### src/hdl/toeq_pkg.sv
// ----------------------------------------------------------------------------
// toeq_pkg
// Shared constants, codes and types of the time-ordered event queue.
// ----------------------------------------------------------------------------
package toeq_pkg;

  localparam int unsigned Depth = 16;
  localparam int unsigned CntW  = $clog2(Depth + 1);
  localparam int unsigned StampW = 32;
  localparam int unsigned TagW   = 16;

  typedef enum logic [1:0] {
    OP_INSERT = 2'd0,
    OP_QUERY  = 2'd1,
    OP_POP    = 2'd2
  } op_e;

  typedef enum logic [1:0] {
    ST_OK        = 2'd0,
    ST_POP_EMPTY = 2'd1,
    ST_INS_FULL  = 2'd2
  } status_e;

  // Broadcast to every cell of the chain in each cycle.
  typedef struct packed {
    logic                     insert;
    logic                     pop;
    logic signed [StampW-1:0] stamp;
    logic        [TagW-1:0]   tag;
  } cell_ctrl_t;

endpackage

### src/hdl/time_ordered_event_queue.sv
// ----------------------------------------------------------------------------
// time_ordered_event_queue
// Sorted queue of delayed actions built as a chain of compare-and-shift cells.
// ----------------------------------------------------------------------------
// One command is taken per clock cycle; busy_o stays low. Every cell compares
// its entry with the incoming stamp in parallel and shifts in the same cycle,
// so the result appears on the result ports in the cycle after start_i, marked
// by done_o for that one cycle only: the receiver must take it then, as it
// cannot stall the block. fill_level_o gives the count after the command;
// entries with equal stamps leave in the order they arrived.
module time_ordered_event_queue
  import toeq_pkg::*;
(
  input  logic                     clk_i,
  input  logic                     rst_ni,
  input  logic                     start_i,
  output logic                     busy_o,
  input  logic        [1:0]        op_i,
  input  logic signed [StampW-1:0] stamp_i,
  input  logic        [TagW-1:0]   action_tag_i,
  output logic                     done_o,
  output logic                     due_before_o,
  output logic signed [StampW-1:0] popped_stamp_o,
  output logic        [TagW-1:0]   popped_tag_o,
  output logic        [1:0]        status_o,
  output logic        [4:0]        fill_level_o
);

  logic [CntW-1:0] count_q, count_d;
  logic            done_q;
  logic            due_q, due_d;
  logic signed [StampW-1:0] pstamp_q, pstamp_d;
  logic        [TagW-1:0]   ptag_q, ptag_d;
  status_e         status_q, status_d;

  logic                     accept;
  logic                     is_full, is_empty;
  cell_ctrl_t               ctrl;
  logic [Depth-1:0]         place;
  logic signed [StampW-1:0] stamps [Depth];
  logic        [TagW-1:0]   tags   [Depth];

  assign busy_o   = 1'b0;
  assign accept   = start_i;
  assign is_full  = (count_q == CntW'(Depth));
  assign is_empty = (count_q == '0);

  always_comb begin
    ctrl        = '0;
    ctrl.stamp  = stamp_i;
    ctrl.tag    = action_tag_i;
    count_d     = count_q;
    due_d       = 1'b0;
    pstamp_d    = '0;
    ptag_d      = '0;
    status_d    = ST_OK;
    unique case (op_i)
      OP_INSERT: begin
        if (is_full) begin
          status_d = ST_INS_FULL;
        end else begin
          ctrl.insert = accept;
          count_d     = count_q + 1'b1;
        end
      end
      OP_QUERY: begin
        due_d = !is_empty && (stamps[0] < stamp_i);
      end
      OP_POP: begin
        if (is_empty) begin
          status_d = ST_POP_EMPTY;
        end else begin
          ctrl.pop = accept;
          pstamp_d = stamps[0];
          ptag_d   = tags[0];
          count_d  = count_q - 1'b1;
        end
      end
      default: begin
        // unused code: no operation
      end
    endcase
  end

  for (genvar i = 0; i < Depth; i++) begin : g_cell
    logic                     left_place;
    logic signed [StampW-1:0] left_stamp, right_stamp;
    logic        [TagW-1:0]   left_tag, right_tag;

    if (i == 0) begin : g_head
      assign left_place = 1'b0;
      assign left_stamp = stamp_i;
      assign left_tag   = action_tag_i;
    end else begin : g_body
      assign left_place = place[i-1];
      assign left_stamp = stamps[i-1];
      assign left_tag   = tags[i-1];
    end

    if (i == Depth - 1) begin : g_tail
      // hold the last slot on a pop; it falls outside the count anyway
      assign right_stamp = stamps[i];
      assign right_tag   = tags[i];
    end else begin : g_inner
      assign right_stamp = stamps[i+1];
      assign right_tag   = tags[i+1];
    end

    toeq_cell u_cell (
      .clk_i         (clk_i),
      .ctrl_i        (ctrl),
      .occ_i         (CntW'(i) < count_q),
      .left_place_i  (left_place),
      .left_stamp_i  (left_stamp),
      .left_tag_i    (left_tag),
      .right_stamp_i (right_stamp),
      .right_tag_i   (right_tag),
      .place_o       (place[i]),
      .stamp_o       (stamps[i]),
      .tag_o         (tags[i])
    );
  end

  always_ff @(posedge clk_i or negedge rst_ni) begin
    if (!rst_ni) begin
      count_q <= '0;
      done_q  <= 1'b0;
    end else begin
      done_q <= accept;
      if (accept) begin
        count_q <= count_d;
      end
    end
  end

  always_ff @(posedge clk_i) begin
    if (accept) begin
      due_q    <= due_d;
      pstamp_q <= pstamp_d;
      ptag_q   <= ptag_d;
      status_q <= status_d;
    end
  end

  assign done_o         = done_q;
  assign due_before_o   = due_q;
  assign popped_stamp_o = pstamp_q;
  assign popped_tag_o   = ptag_q;
  assign status_o       = status_q;
  assign fill_level_o   = 5'(count_q);

endmodule

### src/hdl/toeq_cell.sv
// ----------------------------------------------------------------------------
// toeq_cell
// One slot of the sorted chain: holds an entry, compares it with the new
// stamp and takes its next value from itself, its neighbours or the input.
// ----------------------------------------------------------------------------
module toeq_cell
  import toeq_pkg::*;
(
  input  logic                     clk_i,
  input  cell_ctrl_t               ctrl_i,
  input  logic                     occ_i,
  input  logic                     left_place_i,
  input  logic signed [StampW-1:0] left_stamp_i,
  input  logic        [TagW-1:0]   left_tag_i,
  input  logic signed [StampW-1:0] right_stamp_i,
  input  logic        [TagW-1:0]   right_tag_i,
  output logic                     place_o,
  output logic signed [StampW-1:0] stamp_o,
  output logic        [TagW-1:0]   tag_o
);

  logic signed [StampW-1:0] stamp_q, stamp_d;
  logic        [TagW-1:0]   tag_q, tag_d;

  // New entry belongs here or earlier: slot is free or holds a later stamp.
  assign place_o = !occ_i || (stamp_q > ctrl_i.stamp);

  always_comb begin
    stamp_d = stamp_q;
    tag_d   = tag_q;
    if (ctrl_i.insert) begin
      if (left_place_i) begin
        stamp_d = left_stamp_i;
        tag_d   = left_tag_i;
      end else if (place_o) begin
        stamp_d = ctrl_i.stamp;
        tag_d   = ctrl_i.tag;
      end
    end else if (ctrl_i.pop) begin
      stamp_d = right_stamp_i;
      tag_d   = right_tag_i;
    end
  end

  always_ff @(posedge clk_i) begin
    stamp_q <= stamp_d;
    tag_q   <= tag_d;
  end

  assign stamp_o = stamp_q;
  assign tag_o   = tag_q;

endmodule

### config.mk
export PLATFORM = sky130hd
export DESIGN_NAME = time_ordered_event_queue
export DESIGN_NICKNAME = d
export VERILOG_FILES = /design/src/hdl/toeq_pkg.sv /design/src/hdl/time_ordered_event_queue.sv /design/src/hdl/toeq_cell.sv
export SDC_FILE = /design/constraint.sdc
export NUM_CORES = 2
export LEC_CHECK = 0
export BUFFER_PORTS_ARGS = -buffer_cell sky130_fd_sc_hd__buf_2
export CAP_MARGIN = 10
export CORE_MARGIN = 2
export CORE_UTILIZATION = 58
export DETAILED_ROUTE_END_ITERATION = 10
export GPL_TIMING_DRIVEN = 0
export PLACE_DENSITY_LB_ADDON = 0.3
export SLEW_MARGIN = 10
export SYNTH_ARGS = -nofsm -noshare
export SYNTH_HDL_FRONTEND = slang
export SYNTH_HIERARCHICAL = 1
export SYNTH_SLANG_ARGS = --single-unit
### constraint.sdc
create_clock -name clk_i -period 5.6 [get_ports clk_i]
set_clock_uncertainty 0.15 [all_clocks]
set_input_delay 1.12 -clock clk_i [delete_from_list [all_inputs] [get_ports clk_i]]
set_output_delay 1.12 -clock clk_i [all_outputs]
set_load 0.1 [all_outputs]
==> Yosys cells after proc, flatten, opt, wreduce, memory -nomap -nowiden <==
Index checks and enable logic that the tools add are counted.
{ "totals": {"register_bits": 825, "output_inout_bits": 58, "wordCells": 283} }
{ "classes": {"add_sub_neg": 2, "magnitude_cmp": 33, "eq_ne": 20, "muxes": 132, "bitwise": 1, "n_reduce_logical": 57} }
{ "ops": {"columns": ["operator", "count"], "rows": [
  ["two-way mux 32 bit", 61],
  ["two-way mux 16 bit", 61],
  ["greater-than comparator 32 bit", 16],
  ["inequality test 3 x 1 -> 1 bit, second input constant", 14],
  ["< comparator 4 x 5 -> 1 bit, first input constant", 8],
  ["< comparator 32 bit", 1],
  ["AND reduction 2 bit", 16],
  ["< comparator 3 x 5 -> 1 bit, first input constant", 4],
  ["logical NOT 1 bit", 17],
  ["logical OR 1 bit", 16],
  ["< comparator 1 x 5 -> 1 bit, first input constant", 2],
  ["< comparator 2 x 5 -> 1 bit, first input constant", 2],
  ["two-way mux 5 bit", 2],
  ["case mux 5 bit (2 select lines)", 1],
  ["nonzero test 2 bit", 3],
  ["adder 5 x 1 -> 5 bit, second input constant", 1],
  ["equality test 5 bit, second input constant", 1],
  ["logical NOT 5 bit", 1],
  ["two-way mux 1 bit", 5],
  ["subtractor 5 x 1 -> 5 bit, second input constant", 1],
  ["inequality test 2 bit, second input constant", 2],
  ["case mux 2 bit (2 select lines)", 1],
  ["AND reduction 4 bit", 1],
  ["equality test 2 x 1 -> 1 bit, second input constant", 1],
  ["7 further kinds", 7]
]} }

==> Logic depth before layout (Yosys ltp) <==
{ "depth": {"ltp_word": 6, "mapped_depth": 13} }

==> Cells and area by module <==
The synthesis kept the hierarchy.
{ "modules_own_cells": {"columns": ["mod", "n_inst", "cells_each", "area_per_inst_um2", "seq_area_each_um2"], "rows": [
  ["toeq_cell", 16, 339, 3320.7, 1441.4],
  ["time_ordered_event_queue", 1, 290, 3191.8, 1681.6]
]} }

==> Worst setup path before layout <==
OpenSTA, ideal clock, no wires.
{ "synth_timing": {"path_kind": "in2reg", "startpoint": "in stamp_i[31]", "endpoint": "reg g_cell[15].u_cell.stamp_q[0] (enable)", "setup_time_ns": 0.513, "arrival_time_ns": 6.094, "t_required_ns": 4.937, "setup_slack_ns": -1.158, "cell_stages": 12, "cell_sequence": "inv_1 ha_1 nand4_4 nor4_4 nor3b_2 a211oi_1 o21ai_0 clkbuf_1 nor2b_1 nand3_1 o22ai_1 nor3_1"} }
{ "synth_via": {"elab_chain_len": 4, "elab_cells_between_ends": 6, "classes_between": "order compare (2); reduce/logical (4)"} }
{ "synth_lines": {"columns": ["item", "line", "rtl"], "rows": [
  ["start: declaration", "time_ordered_event_queue.sv:19", "input logic signed [StampW-1:0] stamp_i,"],
  ["greater-than comparator 32 bit", "toeq_cell.sv:26", "assign place_o = !occ_i || (stamp_q > ctrl_i.stamp);"],
  ["logical OR 1 bit", "toeq_cell.sv:26", null],
  ["net g_cell[15].left_place", "time_ordered_event_queue.sv:86", "logic left_place;"],
  ["nonzero test 2 bit (no source line)", null, null],
  ["AND reduction 2 bit (no source line)", null, null],
  ["end signal: assignment", "toeq_cell.sv:46", "stamp_q <= stamp_d;"],
  ["end: declaration", "toeq_cell.sv:22", "logic signed [StampW-1:0] stamp_q, stamp_d;"]
]} }
The timed path passes the listed nets, and every way through them passes these cells.
A chain may end at the register's enable or synchronous reset.

==> Worst setup path after layout <==
{ "layout_timing": {"startpoint": "in stamp_i[31]", "endpoint": "reg g_cell[2].u_cell.tag_q[12] (enable)"} }
{ "layout_via": {"elab_chain_len": 4, "elab_cells_between_ends": 6, "classes_between": "order compare (2); eq/ne (1); reduce/logical (3)"} }
{ "layout_lines": {"columns": ["item", "line", "rtl"], "rows": [
  ["greater-than comparator 32 bit", "toeq_cell.sv:26", null],
  ["logical OR 1 bit", "toeq_cell.sv:26", null],
  ["net g_cell[2].left_place", "time_ordered_event_queue.sv:86", null],
  ["inequality test 3 x 1 -> 1 bit (no source line)", null, null],
  ["AND reduction 2 bit (no source line)", null, null],
  ["end signal: assignment", "toeq_cell.sv:47", "tag_q <= tag_d;"],
  ["end: declaration", "toeq_cell.sv:23", "logic [TagW-1:0] tag_q, tag_d;"]
]} }
The timed path passes the listed nets, and every way through them passes these cells.

==> reports/summary.txt <==
Die H -> 315.6 um
DRT iter0 DRCs -> 3,211
Clock buffer depth -> 3
Synth Warn # -> 6
Final min period -> 5.329 ns
Slowest CP cell -> a2111oi_0
# diodes -> 0
Largest net degree at the start of global routing -> 56
Register-to-register setup slack -> 0.74 ns
Worst Tran Pin Value -> 1.170 ns
Hold-fix buffers at CTS -> 0
CORE AREA -> 96,420 um^2
MaxCap Viol Count -> 0
Total wire length -> 141,800 um
PD cells -> 336.8 nW/um^2
Die ar. -> 99,580 um^2
Vias in the first global route -> 42,270
Total Power -> 20.93 mW
Initial antenna violation count -> 0
Initial Utilization -> 58.39%
Io pins -> 111
Crit-path cells -> buf_2, inv_1, ha_1, nand4_4, nor2_1, a211oi_1, nand4_1, a211oi_1, o21ai_0, clkbuf_1, nor2b_1, nand3_1, a2111oi_0, nor3_4, buf_8
Worst Slack Setup Final -> 0.2712 ns
Lkg Pwr -> 28.73 nW
Port Buf Inserts -> 109
Peak supply drop -> 0.0002884 V
Crit Path Max Fanout -> 34
Startpoint types -> input pin
Worst Hold Class -> input pin to asynchronous set/reset pin
DR pass1 iterations -> 9
Hpwl dp -> 114,900 um
Fillers -> 7,802
Crit Path Category -> input pin to register
Floorplan row count -> 114
GRT Util Overall -> 28.22%
CTS tree -> built
Reg2Reg Launch Point -> fill_level_o[1]$_DFFE_PN0P_
Vias per std cell -> 5.825
Cells after Synth -> 5,710
Outcome -> finished clean
Post-route DRC -> 0
Dpl ws -> -0.2307 ns
Worst reg2reg path endpoint -> g_cell[2].u_cell/tag_o[12]$_DFFE_PP_
Root Driver -> clkbuf_16
Layout cell share with drive strength beyond 1 -> 7.024%
F_max -> 187.7 MHz
Worst Path Required -> 5.86 ns
Placer congestion estimate -> 0.9134
Nets -> 6,544
Synth-to-layout area growth -> 10.39%
Final setup viols -> 0
Slew Limit Headroom -> 22.03%
CTS Buf Count -> 91
Die Width -> 315.6 um
Buffers & Inverters on Critical Path -> 4
Crit. End Element -> register
CP top delay family -> compound AO/OA/AOI/OAI gates
Drt wl/cell -> 19.43 um
RSZ-0062 raised after global routing -> false
Max-slew violations -> 0
Clk_lat worst skew -> 0.68 ns
First-pass GRT wire length -> 223,300 um
Avg Cell Area, Syn -> 9.860 um^2
CP Data Arrival Time -> 5.59 ns
Clk sinks -> 825
GRT overflow -> 0
Period Utilization, post-route -> 95.16%
R2R depth -> 12
Post-CTS setup buffers -> 0
Crit path top cell by count -> a211oi_1
# H-tree levels -> 3
Post-cts gate resize count -> 0
Max incr delay on CP -> 0.90 ns
Post-route ant nets -> 0
Fin. Hold Viols -> 0
Via count -> 42,510
Clk slew on worst S/H paths -> 0.06 ns
Synthesized area -> 56,300 um^2
worst max-delay path by stage:
stage / startpoint / to / depth (start not counted)
final: stamp_i[31] / g_cell[2].u_cell/tag_o[12]$_DFFE_PP_ / 15
after global routing: stamp_i[31] / g_cell[2].u_cell/tag_o[6]$_DFFE_PP_ / 15
after CTS: stamp_i[31] / g_cell[2].u_cell/tag_o[12]$_DFFE_PP_ / 15
after detailed placement: stamp_i[31] / g_cell[2].u_cell/tag_o[10]$_DFFE_PP_ / 15
after global placement: stamp_i[31] / g_cell[15].u_cell/tag_o[10]$_DFFE_PP_ / 14
after floorplan: stamp_i[31] / g_cell[15].u_cell/stamp_o[0]$_DFFE_PP_ / 12
routing by layer:
| metal | GRT usage, % | vias up | part of all wire (%) |
|---|---|---|---|
| met5 | 0 | - | 0 |
| met1 | 35.43 | 19740 | 41 |
| met4 | 15.78 | 0 | 6.1 |
| met3 | 2.702 | 331 | 5.4 |
| li1 | - | 21060 | - |
| met2 | 48.02 | 1376 | 47 |
final cells by class:
type	instances	area, um^2	area share (%)
timing repair buffer	141	1101	1.772
inverter	597	2241	3.606
buffer	283	1167	1.878
clock inverter	61	623.1	1.003
sequential	825	24740	39.81
tap	1276	1597	2.569
multi-input combinational	4006	28330	45.59
clock buffer	109	2345	3.773
sequential cells by signal, summed over array words and instances, names as in the netlist:
name / count
done_o: 1
due_before_o: 1
fill_level_o: 5
g_cell.u_cell/stamp_o: 512
g_cell.u_cell/tag_o: 256
popped_stamp_o: 32
popped_tag_o: 16
status_o: 2
layout by cell type, fill, tap and decap left out, types with 21 or more instances in the layout:
master and count:
nor2_1 807, ha_1 546, mux2i_1 769, a21oi_1 1005, nand3_1 99, clkinv_1 21, edfxtp_1 819, clkbuf_16 91
o21ai_0 115, and2_1 49, nand2b_1 21, buf_8 26, nor3_1 35, buf_2 190, a211oi_1 31, nand2_1 168
clkbuf_1 203, nand4_1 130, inv_1 595
metrics by stage:
stage / instances / hold slack, ns / instance area, um^2 / util [%] / setup TNS, ns
finish: 7298 / 0.1237 / 62150 / 64.45 / 0
global route: 7298 / 0.1184 / 62150 / 64.45 / 0
CTS: 7298 / 0.08793 / 62150 / 64.45 / 0
detailed placement: 7128 / 0.4237 / 59180 / 61.38 / -41.48
global placement: 7096 / 0.4177 / 58520 / 60.70 / -1339.84
floorplan: 5711 / 0.3743 / 56380 / - / 0
power breakdown:
group | switching [mW] | internal (mW)
clock | 2.56 | 3.47
sequential | 0.468 | 7.66
combinational | 4.22 | 2.54
worst reg2reg max path, stage by stage (launching register included):
cell       delay [ns]
dfrtp_1          0.39
clkbuf_1         0.40
inv_1            0.17
ha_1             0.26
nor3b_1          0.17
nand2_1          0.10
and3_1           0.69
clkbuf_1         0.47
nor2b_1          0.28
nand3_1          0.11
a2111oi_0        0.90
nor3_4           0.24
buf_8            0.25
Note: power is estimated with default switching activity, not from simulation.
